<file path="config.mk">
export PLATFORM = sky130hd
export DESIGN_NAME = credit_round_robin_arbiter
export DESIGN_NICKNAME = d
export VERILOG_FILES = /design/src/sv/crra_pkg.sv /design/src/sv/crra_lane.sv /design/src/sv/crra_pick.sv /design/src/sv/credit_round_robin_arbiter.sv
export SDC_FILE = /design/constraint.sdc
export NUM_CORES = 1
export LEC_CHECK = 0
export ABC_AREA = 1
export BUFFER_PORTS_ARGS = -buffer_cell sky130_fd_sc_hd__buf_2
export CELL_PAD_IN_SITES_DETAIL_PLACEMENT = 0
export CELL_PAD_IN_SITES_GLOBAL_PLACEMENT = 1
export CORE_MARGIN = 3
export CORE_UTILIZATION = 44
export DETAILED_ROUTE_END_ITERATION = 7
export PLACE_DENSITY = 0.81
export SKIP_LAST_GASP = 1
export SYNTH_ARGS = -nofsm -noshare
export SYNTH_HDL_FRONTEND = slang
export SYNTH_HIERARCHICAL = 1
export SYNTH_SLANG_ARGS = --single-unit
</file>
<file path="constraint.sdc">
create_clock -name clock -period 5.87 [get_ports clock]
set_input_delay 0.2935 -clock clock [delete_from_list [all_inputs] [get_ports clock]]
set_output_delay 0.2935 -clock clock [all_outputs]
set_load 0.01 [all_outputs]
</file>
<file path="src/sv/crra_pkg.sv">
`default_nettype none
// ----------------------------------------------------------------------------
// crra_pkg
// Shared types and constants for the credit round-robin arbiter.
// ----------------------------------------------------------------------------
package crra_pkg;

   // Default structure
   localparam int PORTS_DEFAULT       = 4;
   localparam int COUNT_WIDTH_DEFAULT = 16;

   // Fixed field widths
   localparam int MASK_PORTS     = 4;
   localparam int PORT_W         = 2;
   localparam int PRIV_W         = 8;
   localparam int SHARED_LIMIT_W = 16;
   localparam int IN_USE_W       = 16;
   localparam int CSR_DATA_W     = 16;
   localparam int CSR_INDEX_W    = 1;

   // Register indexes
   localparam logic [CSR_INDEX_W-1:0] REG_PRIVATE_LIMIT = 1'd0;
   localparam logic [CSR_INDEX_W-1:0] REG_SHARED_LIMIT  = 1'd1;

   // Reset values
   localparam logic [PRIV_W-1:0]         PRIVATE_LIMIT_RESET = 8'd1;
   localparam logic [SHARED_LIMIT_W-1:0] SHARED_LIMIT_RESET  = 16'd0;

   // Per-lane status toward the merge stage and shared counter
   typedef struct packed {
      logic eligible;         // request, no contention, credit available
      logic use_private;      // a grant here consumes a private credit
      logic return_to_shared; // return hits this lane with no private held
   } lane_status_type;

endpackage
`default_nettype wire

</file>
<file path="src/sv/crra_lane.sv">
`default_nettype none
// ----------------------------------------------------------------------------
// crra_lane
// One port: private credit counter, return handling and eligibility.
// ----------------------------------------------------------------------------
module crra_lane #(
   parameter int LANE = 0
) (
   input  wire logic                                clock,
   input  wire logic                                reset,
   input  wire logic                                accept,
   input  wire logic                                return_valid,
   input  wire logic [crra_pkg::PORT_W-1:0]         return_port,
   input  wire logic                                request,
   input  wire logic                                contention,
   input  wire logic                                shared_free,
   input  wire logic                                grant,
   input  wire logic [crra_pkg::PRIV_W-1:0]         private_limit,
   output crra_pkg::lane_status_type                status
);

   logic [crra_pkg::PRIV_W-1:0] priv_ff;
   logic [crra_pkg::PRIV_W-1:0] priv_in;
   logic [crra_pkg::PRIV_W-1:0] priv_ret;
   logic                        hit;
   logic                        has_priv;

   // Lanes past the mask width never see a return.
   assign hit = return_valid && (LANE < crra_pkg::MASK_PORTS) &&
                (return_port == crra_pkg::PORT_W'(LANE));

   always_comb begin
      priv_ret = priv_ff - crra_pkg::PRIV_W'(hit && (priv_ff != '0));
      has_priv = priv_ret < private_limit;
      priv_in  = priv_ret + crra_pkg::PRIV_W'(grant && has_priv);
      status.eligible         = request && !contention && (has_priv || shared_free);
      status.use_private      = has_priv;
      status.return_to_shared = hit && (priv_ff == '0);
   end

   always_ff @(posedge clock) begin
      if (reset) begin
         priv_ff <= '0;
      end else if (accept) begin
         priv_ff <= priv_in;
      end
   end

endmodule
`default_nettype wire

</file>
<file path="src/sv/crra_pick.sv">
`default_nettype none
// ----------------------------------------------------------------------------
// crra_pick
// Merge stage: round-robin pick among eligible lanes after the last grant.
// ----------------------------------------------------------------------------
module crra_pick #(
   parameter int PORTS = crra_pkg::PORTS_DEFAULT
) (
   input  wire logic [PORTS-1:0]         eligible,
   input  wire logic [$clog2(PORTS)-1:0] last_granted,
   input  wire logic                     enable,
   output logic                          grant_valid,
   output logic [$clog2(PORTS)-1:0]      grant_port,
   output logic [PORTS-1:0]              grant_onehot
);

   localparam int PW = $clog2(PORTS);

   always_comb begin
      int idx;
      grant_valid  = 1'b0;
      grant_port   = '0;
      grant_onehot = '0;
      // Highest offset first so the nearest eligible lane wins.
      for (int i = PORTS - 1; i >= 0; i--) begin
         idx = int'(last_granted) + 1 + i;
         if (idx >= PORTS) begin
            idx = idx - PORTS;
         end
         if (enable && eligible[idx]) begin
            grant_valid = 1'b1;
            grant_port  = PW'(idx);
         end
      end
      if (grant_valid) begin
         grant_onehot[grant_port] = 1'b1;
      end
   end

endmodule
`default_nettype wire

</file>
<file path="src/sv/credit_round_robin_arbiter.sv">
`default_nettype none
// ----------------------------------------------------------------------------
// credit_round_robin_arbiter
// Round-robin memory arbiter with per-port private credits and a shared pool.
// ----------------------------------------------------------------------------
// Response: an accepted beat appears on the response side in the cycle after.
// Throughput: one beat per cycle unless the response stalls; all credit math
//   is done in the accept cycle, so state is ready at the following edge.
// Reset (synchronous): private counts and shared count cleared, last grant set
//   to the highest port, private limit 1, shared limit 0 (unlimited).
// ----------------------------------------------------------------------------
module credit_round_robin_arbiter #(
   parameter int PORTS       = crra_pkg::PORTS_DEFAULT,
   parameter int COUNT_WIDTH = crra_pkg::COUNT_WIDTH_DEFAULT
) (
   input  wire logic                                  clock,
   input  wire logic                                  reset,
   // request channel
   input  wire logic                                  req_valid,
   output logic                                       req_ready,
   input  wire logic                                  req_return_valid,
   input  wire logic [crra_pkg::PORT_W-1:0]           req_return_port,
   input  wire logic [crra_pkg::MASK_PORTS-1:0]       req_request_mask,
   input  wire logic [crra_pkg::MASK_PORTS-1:0]       req_contention_mask,
   input  wire logic                                  req_memory_full,
   // response channel
   output logic                                       rsp_valid,
   input  wire logic                                  rsp_ready,
   output logic                                       rsp_grant_valid,
   output logic [crra_pkg::PORT_W-1:0]                rsp_grant_port,
   output logic                                       rsp_return_error,
   output logic [crra_pkg::IN_USE_W-1:0]              rsp_shared_in_use,
   // configuration
   input  wire logic                                  csr_write_enable,
   input  wire logic [crra_pkg::CSR_INDEX_W-1:0]      csr_index,
   input  wire logic [crra_pkg::CSR_DATA_W-1:0]       csr_data
);

   localparam int PW    = $clog2(PORTS);
   // Compare width covers both the count and the 16-bit limit register.
   localparam int CMP_W = (COUNT_WIDTH > crra_pkg::SHARED_LIMIT_W) ?
                          COUNT_WIDTH : crra_pkg::SHARED_LIMIT_W;

   // Configuration registers
   logic [crra_pkg::PRIV_W-1:0]         private_limit_ff;
   logic [crra_pkg::SHARED_LIMIT_W-1:0] shared_limit_ff;

   // Arbiter state
   logic [COUNT_WIDTH-1:0] shared_ff;
   logic [COUNT_WIDTH-1:0] shared_in;
   logic [PW-1:0]          last_granted_ff;
   logic [PW-1:0]          last_granted_in;

   // Response register
   logic                                rsp_valid_ff;
   logic                                rsp_grant_valid_ff;
   logic [crra_pkg::PORT_W-1:0]         rsp_grant_port_ff;
   logic                                rsp_return_error_ff;
   logic [crra_pkg::IN_USE_W-1:0]       rsp_shared_in_use_ff;

   logic accept;

   // Lane and merge signals
   crra_pkg::lane_status_type status [PORTS];
   logic [PORTS-1:0]       eligible;
   logic [PORTS-1:0]       use_private;
   logic [PORTS-1:0]       return_to_shared;
   logic [PORTS-1:0]       grant_onehot;
   logic                   grant_valid;
   logic [PW-1:0]          grant_port;

   logic                   ret_shared;
   logic                   ret_error;
   logic                   shared_dec;
   logic                   use_shared;
   logic                   shared_free;
   logic [COUNT_WIDTH-1:0] shared_ret;

   // Response register frees up when empty or being drained this cycle.
   assign req_ready = !rsp_valid_ff || rsp_ready;
   assign accept    = req_valid && req_ready;

   // ---------------------------------------------------------------------
   // Configuration writes
   // ---------------------------------------------------------------------
   always_ff @(posedge clock) begin
      if (reset) begin
         private_limit_ff <= crra_pkg::PRIVATE_LIMIT_RESET;
         shared_limit_ff  <= crra_pkg::SHARED_LIMIT_RESET;
      end else if (csr_write_enable) begin
         case (csr_index)
            crra_pkg::REG_PRIVATE_LIMIT: begin
               private_limit_ff <= csr_data[crra_pkg::PRIV_W-1:0];
            end
            crra_pkg::REG_SHARED_LIMIT: begin
               shared_limit_ff <= csr_data[crra_pkg::SHARED_LIMIT_W-1:0];
            end
            default: begin
            end
         endcase
      end
   end

   // ---------------------------------------------------------------------
   // Credit return against the shared pool. A return lands on the shared
   // pool only when the returning port holds no private credit; with the
   // pool empty as well, it is flagged and nothing changes.
   // ---------------------------------------------------------------------
   always_comb begin
      ret_shared = |return_to_shared;
      ret_error  = ret_shared && (shared_ff == '0);
      shared_dec = ret_shared && (shared_ff != '0);
      shared_ret = shared_ff - COUNT_WIDTH'(shared_dec);
      // A saturated count is never free, so the count cannot wrap; a limit
      // above the count range then behaves as the range maximum.
      shared_free = (shared_ret != '1) &&
                    ((shared_limit_ff == '0) ||
                     (CMP_W'(shared_ret) < CMP_W'(shared_limit_ff)));
   end

   // ---------------------------------------------------------------------
   // Lanes: one per port, each with its own private counter
   // ---------------------------------------------------------------------
   for (genvar p = 0; p < PORTS; p++) begin : g_lane
      logic lane_req;
      logic lane_cont;

      // Ports beyond the mask width never request.
      assign lane_req  = (p < crra_pkg::MASK_PORTS) &&
                         req_request_mask[p % crra_pkg::MASK_PORTS];
      assign lane_cont = (p < crra_pkg::MASK_PORTS) &&
                         req_contention_mask[p % crra_pkg::MASK_PORTS];

      crra_lane #(
         .LANE (p)
      ) u_lane (
         .clock         (clock),
         .reset         (reset),
         .accept        (accept),
         .return_valid  (req_return_valid),
         .return_port   (req_return_port),
         .request       (lane_req),
         .contention    (lane_cont),
         .shared_free   (shared_free),
         .grant         (grant_onehot[p]),
         .private_limit (private_limit_ff),
         .status        (status[p])
      );

      assign eligible[p]         = status[p].eligible;
      assign use_private[p]      = status[p].use_private;
      assign return_to_shared[p] = status[p].return_to_shared;
   end

   // ---------------------------------------------------------------------
   // Merge: round-robin pick, blocked while memory is full
   // ---------------------------------------------------------------------
   crra_pick #(
      .PORTS (PORTS)
   ) u_pick (
      .eligible     (eligible),
      .last_granted (last_granted_ff),
      .enable       (!req_memory_full),
      .grant_valid  (grant_valid),
      .grant_port   (grant_port),
      .grant_onehot (grant_onehot)
   );

   // Grant draws from the shared pool when the winner has no private credit.
   assign use_shared      = |(grant_onehot & ~use_private);
   assign shared_in       = shared_ret + COUNT_WIDTH'(use_shared);
   assign last_granted_in = grant_valid ? grant_port : last_granted_ff;

   always_ff @(posedge clock) begin
      if (reset) begin
         shared_ff       <= '0;
         last_granted_ff <= PW'(PORTS - 1);
      end else if (accept) begin
         shared_ff       <= shared_in;
         last_granted_ff <= last_granted_in;
      end
   end

   // ---------------------------------------------------------------------
   // Response register
   // ---------------------------------------------------------------------
   always_ff @(posedge clock) begin
      if (reset) begin
         rsp_valid_ff <= 1'b0;
      end else if (accept) begin
         rsp_valid_ff <= 1'b1;
      end else if (rsp_ready) begin
         rsp_valid_ff <= 1'b0;
      end
   end

   always_ff @(posedge clock) begin
      if (accept) begin
         rsp_grant_valid_ff   <= grant_valid;
         rsp_grant_port_ff    <= crra_pkg::PORT_W'(grant_port);
         rsp_return_error_ff  <= ret_error;
         rsp_shared_in_use_ff <= crra_pkg::IN_USE_W'(shared_in);
      end
   end

   assign rsp_valid         = rsp_valid_ff;
   assign rsp_grant_valid   = rsp_grant_valid_ff;
   assign rsp_grant_port    = rsp_grant_port_ff;
   assign rsp_return_error  = rsp_return_error_ff;
   assign rsp_shared_in_use = rsp_shared_in_use_ff;

endmodule
`default_nettype wire
</file>
==> impl_metrics.py, run 1 <==
metrics = {
    "global_route": {
        "grtUsageTotal_pct": 21.3,
        "grt_antenna_before_repair": 0,
        "grt-ovfl-total": 0,
        "grt_first_pass_wirelength_um": 31200,
        "grt_pass1_vias": 6376,
        "grt_max_degree": 39,
    },
    "synthesis": {
        "synth_nets": 1216,
        "yosysSeqAreaShare_pct": 28.3,
        "synth_seq_cells": 95,
        "synth-async-reset-ratio_pct": 0,
        "synth_top_area_share_pct": 20.2,
        "synth_ff_type": "dfxtp_1",
        "ys_top_cells_by_area": "dfxtp_1 (20%), nand2_1 (12%), inv_1 (11%), ha_1 (11%), edfxtp_1 (8.1%)",
        "synth-edff-count": 20,
        "syn_avg_cell_area_um2": 6.63,
        "yosysUniqueCellTypes": 34,
        "postSynthCellCount": 1119,
        "syn_area_mm2": 0.00742,
        "synth_warnings": 6,
        "synth_top_cell_by_area": "dfxtp_1",
    },
    "clock_tree": {
        "path_clk_slew_ps": 70,
        "cts.htree.levels": 3,
        "cts-root-buf": "clkbuf_16",
        "clk_latency_ps": 370,
        "cts_hold_buffers": 0,
        "cts_tree": "built",
        "numCtsBuffers": 9,
        "cts.sinks": 95,
        "clock_path_buffers": 2,
    },
    "worst_hold_path": {
        "hold_end": "private_limit_ff[0]",
        "hold_path_class": "input port to flop",
        "hold_start": "csr_data[0]",
        "holdPathStages": 3,
    },
    "setup_path": {
        "cp-end-kind": "flop",
        "cpMostUsedCell": "nand2_1",
        "critPathMaxStageDelay_ps": 340,
        "cp-start-kind": "flop",
        "reg2reg_from": "g_lane[0].u_lane/priv_ff[5]",
        "cp.arrival_ps": 5740,
        "reg2reg_setup_slack_ps": 250,
        "crit_type": "flop to flop",
        "worstPathRequired_ps": 5990,
        "cp_slowest_cell": "dfxtp_1",
        "critPathMaxFanout": 7,
        "reg2regPathDepth": 46,
        "reg2reg_to": "rsp_shared_in_use[14]",
    },
    "routing": {
        "vias": 7161,
        "wl_per_cell_um": 13.3,
        "vias_per_cell": 4.85,
        "route.detailed.drc": 0,
        "drt-pass1-iter-count": 5,
        "antenna_left": 0,
        "drt-initial-drc-count": 365,
        "drt-total-wl_um": 19600,
    },
    "sta": {
        "rsz0062_at_grt": "true",
        "timing.fmax_ghz": 0.178,
        "drv_slew": 0,
        "setup_viol": 0,
        "finalHoldViolCount": 0,
        "fin_hold_ws_ps": 160,
        "relSlewSlack_pct": 43.0,
        "finalCritPeriodShare_pct": 95.7,
        "worst_slew_pin_slew_ps": 854,
        "final.min_clock_period_ps": 5620,
        "skew_ps": 12.8,
        "totalNegativeSetupSlack_ps": 0,
        "final.setup.worst_slack_ps": 253,
    },
    "job": {
        "max_cap_viol_count": 0,
    },
    "die": {
        "ios": 56,
        "initial_utilization_pct": 45.9,
        "rows": 46,
        "dieHeight_um": 136,
        "fp.dieW_um": 136,
        "core_region_area_mm2": 0.0162,
        "dieArea_mm2": 0.0185,
    },
    "power_and_ir_drop": {
        "power_density_mw_per_mm2": 253,
        "p_leak_uw": 0.00468,
        "peakVddDrop_mv": 0.181,
    },
    "placed_design": {
        "routabilityCongestion": 0.850,
        "place_area_mm2": 0.00849,
        "io_buffers": 55,
        "hpwl_um": 15200,
        "pre_cts_slack_ps": -159,
    },
    "finish": {
        "area_growth_pct": 25.7,
        "diodes": 0,
        "fin_area_mm2": 0.00933,
        "final_net_count": 1351,
        "layout-drive-gt1-share_pct": 28.4,
    },
    "run_status": {
        "status": "finished, final reports clean",
    },
}
## flip-flops by register name, summed over array words and instances, names as in the netlist
| name | count |
|---|---|
| rsp_grant_valid | 1 |
| shared_ff | 16 |
| rsp_shared_in_use | 16 |
| rsp_grant_port | 2 |
| g_lane.u_lane/priv_ff | 32 |
| rsp_valid | 1 |
| private_limit_ff | 8 |
| last_granted_ff | 2 |
| rsp_return_error | 1 |
| shared_limit_ff | 16 |
## cells by family (layout without fill, tap and decap cells)
logic type	count (synthesis)	count (layout)	synth area share, %
compound gates	172	172	12.1
flops	95	95	28.3
xor+xnor	12	12	1.42
fa+ha+maj	63	63	10.6
buf+inv	249	389	13.5
simple gates	528	528	34.1
## how the worst max path moves through the flow
stage                                start               endpoint  slack, ps  cells past startpoint
2_1_floorplan  g_lane[1].u_lane/priv_ff[3]  rsp_shared_in_use[12]        660                     44
5_1_grt        g_lane[3].u_lane/priv_ff[6]  rsp_shared_in_use[14]       -150                     46
6_report       g_lane[0].u_lane/priv_ff[5]  rsp_shared_in_use[14]        250                     46
3_3_place_gp   g_lane[3].u_lane/priv_ff[5]          shared_ff[12]       -100                     48
4_1_cts        g_lane[0].u_lane/priv_ff[5]           shared_ff[9]         10                     48
3_5_place_dp   g_lane[0].u_lane/priv_ff[5]  rsp_shared_in_use[12]       -160                     46
## critical path: cells and delay by family (launching register included)
kind,cells,cell delay [ps]
compound gates,5,610
fa+ha+maj,4,820
buf+inv,10,790
flops,1,340
simple gates,27,2810
## layer usage
layer	wire (µm)	global-route usage, %
met5	0	0
met1	9450	29.2
met3	730	3.74
met4	293	5.43
met2	9140	34.9
## Yosys cell counts (3+ instances only)
master	instances
nor2_2	25
inv_2	8
nor2_1	105
nand3_1	61
a21oi_1	83
o21bai_1	3
nand2_1	231
o21ai_0	66
nor3_1	3
o211ai_1	4
dfxtp_1	75
nand2_4	8
nand2_2	39
clkbuf_1	9
nor2_4	15
o21ai_1	9
nand3_2	7
nand3b_1	3
nand4_1	20
xnor2_1	3
nor4_1	10
inv_1	220
inv_8	3
edfxtp_1	20
ha_1	63
buf_6	3
a211oi_1	4
buf_4	5
xor2_1	9
## cell usage in the layout, fill, tap and decap left out, drive strengths merged, types with 9 or more instances in the layout
master | synthesis | layout
nand2 | 278 | 278
inv | 231 | 234
nor2 | 145 | 145
buf | 9 | 142
a21oi | 84 | 84
o21ai | 76 | 76
dfxtp | 75 | 75
nand3 | 68 | 68
ha | 63 | 63
nand4 | 20 | 20
edfxtp | 20 | 20
clkbuf | 9 | 11
nor4 | 10 | 10
xor2 | 9 | 9
## stage by stage
step / cells / total power, µW / utilization, %
after global placement: 1455 / 1620 / 52.5
after detailed placement: 1455 / 1620 / 52.5
after CTS: 1471 / 2260 / 54.7
final: 1475 / 2360 / 57.7
after floorplan: 1119 / 1340 / -
after global routing: 1475 / 2540 / 57.7
## where the power goes
| part | switching, µW | internal, µW | leakage (µW) |
|---|---|---|---|
| clock | 285 | 345 | 0.000153 |
| sequential | 47.8 | 742 | 0.000822 |
| combinational | 566 | 376 | 0.00370 |
| total | 899 | 1460 | 0.00468 |
## area by class of cell
| cell class | count | area [µm²] |
|---|---|---|
| Multi-Input combinational cell | 775 | 4800 |
| Clock buffer | 11 | 275 |
| Timing Repair Buffer | 142 | 948 |
| Fill cell | 1574 | 6840 |
| Inverter | 231 | 892 |
| Clock inverter | 5 | 42.5 |
| Tap cell | 216 | 270 |
| Sequential cell | 95 | 2100 |
## repair_timing
action                                  4_1_cts  5_1_grt
resized for setup                             9      111
buffers inserted                              0        4
endpoints found under the setup margin       24       57
pin swaps                                     0       57
gates cloned                                  0        0
(Power assumes the default switching activity.)
==> inputs of run 2 (changes only) <==
--- a/config.mk
+++ b/config.mk
@@ -5,14 +5,15 @@
 export SDC_FILE = /design/constraint.sdc
 export NUM_CORES = 1
 export LEC_CHECK = 0
-export ABC_AREA = 1
+export ABC_AREA = 0
 export BUFFER_PORTS_ARGS = -buffer_cell sky130_fd_sc_hd__buf_2
 export CELL_PAD_IN_SITES_DETAIL_PLACEMENT = 0
 export CELL_PAD_IN_SITES_GLOBAL_PLACEMENT = 1
 export CORE_MARGIN = 3
-export CORE_UTILIZATION = 44
+export CORE_UTILIZATION = 45
 export DETAILED_ROUTE_END_ITERATION = 7
-export PLACE_DENSITY = 0.81
+export MAX_ROUTING_LAYER = met4
+export PLACE_DENSITY = 0.79
 export SKIP_LAST_GASP = 1
 export SYNTH_ARGS = -nofsm -noshare
 export SYNTH_HDL_FRONTEND = slang
==> run 2 against run 1 <==
- the run now ends with setup timing left
- fmax down 25%
- synthesized cell count down 11%
- global-route usage up 2.0 points
- cell count down 3.7%
- register-to-register slack worse by 1900 ps
- critical endpoint is now rsp_shared_in_use[12]
==> impl_metrics.py, run 2 <==
metrics = {
    "finish": {
        "layout.cells.non_filler": 1420,
        "layout-drive-gt1-share_pct": 35.1,
        "final_common_cell": "buf_4",
        "layout_common_cells": "buf_4 (185), nand2_1 (114), inv_1 (88), dfxtp_1 (73), nor2_1 (61)",
        "post-route-util_pct": 63.0,
        "final_net_count": 1286,
        "regMostFlops": "g_lane.u_lane/priv_ff",
        "largest_reg_flops": 32,
        "area_growth_pct": 36.5,
    },
    "routing": {
        "vias_per_cell": 5.32,
        "drt-initial-drc-count": 383,
        "drt-pass1-iter-count": 5,
        "antenna_left": 0,
        "vias": 7549,
        "wl_per_cell_um": 15.6,
        "route.detailed.drc": 0,
        "drt-total-wl_um": 22100,
    },
    "synthesis": {
        "yosysSeqAreaShare_pct": 26.3,
        "synth-edff-count": 20,
        "postSynthCellCount": 993,
        "yosysUniqueCellTypes": 78,
        "syn_area_mm2": 0.00801,
        "synth_most_common_cell": "nand2_1",
        "synth_ff_type": "dfxtp_1",
        "synth_top_area_share_pct": 18.8,
        "synth_seq_cells": 95,
        "syn_avg_cell_area_um2": 8.06,
        "synth_warnings": 6,
        "ys_top_cells_by_area": "dfxtp_1 (19%), ha_1 (9.8%), edfxtp_1 (7.5%), xnor2_1 (7.0%), nand2_1 (5.4%)",
        "synth-async-reset-ratio_pct": 0,
        "synth_nets": 1090,
        "synth_top_cell_by_area": "dfxtp_1",
        "netlist_top_cells_count": "nand2_1 (115), inv_1 (89), dfxtp_1 (75), nor2_1 (67), xnor2_1 (64)",
    },
    "global_route": {
        "grt_max_degree": 56,
        "grtUsageTotal_pct": 23.3,
        "grt-ovfl-total": 0,
        "grt_antenna_before_repair": 0,
        "grt_pass1_vias": 7313,
        "grt_first_pass_wirelength_um": 36500,
    },
    "setup_path": {
        "reg2regPathDepth": 30,
        "cpLargestDelayFamily": "simple AND/OR/NAND/NOR gates",
        "reg2reg_setup_slack_ps": -1650,
        "critPathMaxFanout": 6,
        "cp.arrival_ps": 7640,
        "critPathMaxStageDelay_ps": 560,
        "reg2reg_from": "g_lane[3].u_lane/priv_ff[2]",
        "cp_slowest_cell": "or4b_4",
        "cp-start-kind": "flop",
        "cpMostUsedCell": "nor4_4",
        "cp-end-kind": "flop",
        "setup.worst_path.start": "g_lane[3].u_lane/priv_ff[2]",
        "cp.depth": 30,
        "reg2reg_to": "rsp_shared_in_use[12]",
        "worstPathRequired_ps": 5990,
        "critPathBufInv": 4,
        "crit_type": "flop to flop",
        "cp-endpoint": "rsp_shared_in_use[12]",
    },
    "run_status": {
        "status": "complete, but fails checks",
        "violations": "setup timing",
    },
    "placed_design": {
        "place_inst": 1390,
        "io_buffers": 55,
        "routabilityCongestion": 0.899,
        "hpwl_um": 16500,
    },
    "die": {
        "rows": 48,
        "core_region_area_mm2": 0.0174,
        "dieHeight_um": 139,
        "initial_utilization_pct": 46.1,
        "dieArea_mm2": 0.0194,
        "fp.dieW_um": 139,
        "ios": 56,
    },
    "sta": {
        "final.setup.worst_slack_ps": -1650,
        "finalCritPeriodShare_pct": 128,
        "timing.fmax_ghz": 0.133,
        "skew_ps": 10.1,
        "relSlewSlack_pct": 36.1,
        "setup_viol": 69,
        "worst_slew_pin_slew_ps": 956,
        "rsz0062_at_grt": "true",
        "drv_slew": 0,
        "finalHoldViolCount": 0,
        "final.min_clock_period_ps": 7520,
    },
    "power_and_ir_drop": {
        "swShare_pct": 42.7,
        "pwr-share-clk_pct": 11.8,
        "p_switching_uw": 2280,
        "p_comb_share_pct": 70.5,
        "total_power_uw": 5340,
        "power_density_mw_per_mm2": 489,
        "peakVddDrop_mv": 0.504,
        "internal_power_uw": 3060,
        "power_frac_seq_pct": 17.7,
        "p_leak_uw": 0.00471,
    },
    "clock_tree": {
        "cts_hold_buffers": 0,
        "cts_tree": "built",
        "clk_latency_ps": 360,
        "cts-root-buf": "clkbuf_16",
        "clock_path_buffers": 2,
        "numCtsBuffers": 9,
        "path_clk_slew_ps": 80,
        "cts.sinks": 95,
        "cts.htree.levels": 3,
    },
    "worst_hold_path": {
        "hold_path_class": "input port to flop",
    },
    "job": {
        "max_cap_viol_count": 0,
    },
}
[run 2: timing repair]
item | CTS | global route
setup endpoints to repair | 69 | 69
resized for setup | 49 | 56
buffers inserted | 9 | 6
cloned | 0 | 0
pin swaps | 20 | 21
[run 2: worst min path at each step]
stage                         from                   to  cells past startpoint
2_1_floorplan          csr_data[0]  private_limit_ff[0]                      2
3_3_place_gp    shared_limit_ff[6]   shared_limit_ff[6]                      2
3_5_place_dp   shared_limit_ff[14]  shared_limit_ff[14]                      2
4_1_cts                csr_data[8]   shared_limit_ff[8]                      3
5_1_grt                csr_data[8]   shared_limit_ff[8]                      3
6_report               csr_data[8]   shared_limit_ff[8]                      3
[run 2: metal layers]
metal  up-vias  share of wire [%]  global-route usage, %
met5         -                  0                      -
met4         0               0.99                   5.30
met3        18                3.2                   3.23
met2       112                 48                   37.6
met1      3590                 48                   31.3
li1       3829                  -                      -
[run 2: logic make-up after synthesis]
group,after synthesis,synth area share [%]
flops,95,26.3
buf+inv,158,8.55
compound gates,171,15.1
fa+ha+maj,63,9.85
simple gates,381,25.2
xor+xnor,92,10.1
mux,33,4.99
[run 2: final cells by class]
| type | instances | area (µm²) |
|---|---|---|
| Timing Repair Buffer | 254 | 1830 |
| Antenna cell | 1 | 2.50 |
| Inverter | 89 | 334 |
| Clock inverter | 6 | 65.1 |
| Fill cell | 1517 | 6420 |
| Sequential cell | 95 | 2100 |
| Multi-Input combinational cell | 740 | 6060 |
| Tap cell | 225 | 282 |
| Clock buffer | 10 | 250 |
[run 2: per-stage QoR]
step	cell area [µm²]	worst slack (ps)	setup TNS [ps]	hold WS, ps
after floorplan	8350	-1400	-66310	415
after global placement	9930	-1660	-86860	462
after detailed placement	9930	-1670	-92510	465
after CTS	10600	-1550	-84660	145
after global routing	10900	-1930	-106750	141
final	10900	-1650	-88320	156
[run 2: power by group through the flow]
stage / Combinational [µW] / Clock (µW) / Sequential, µW
floorplan: 2000 / 0 / 981
global route: 4110 / 673 / 961
detailed placement: 3250 / 0 / 954
global placement: 3210 / 0 / 953
finish: 3760 / 632 / 946
CTS: 3480 / 651 / 944
[run 2: tightest hold or removal path: stages]
cell     delay [ps]
buf_2            90
nand2_1          40
a21oi_1          50
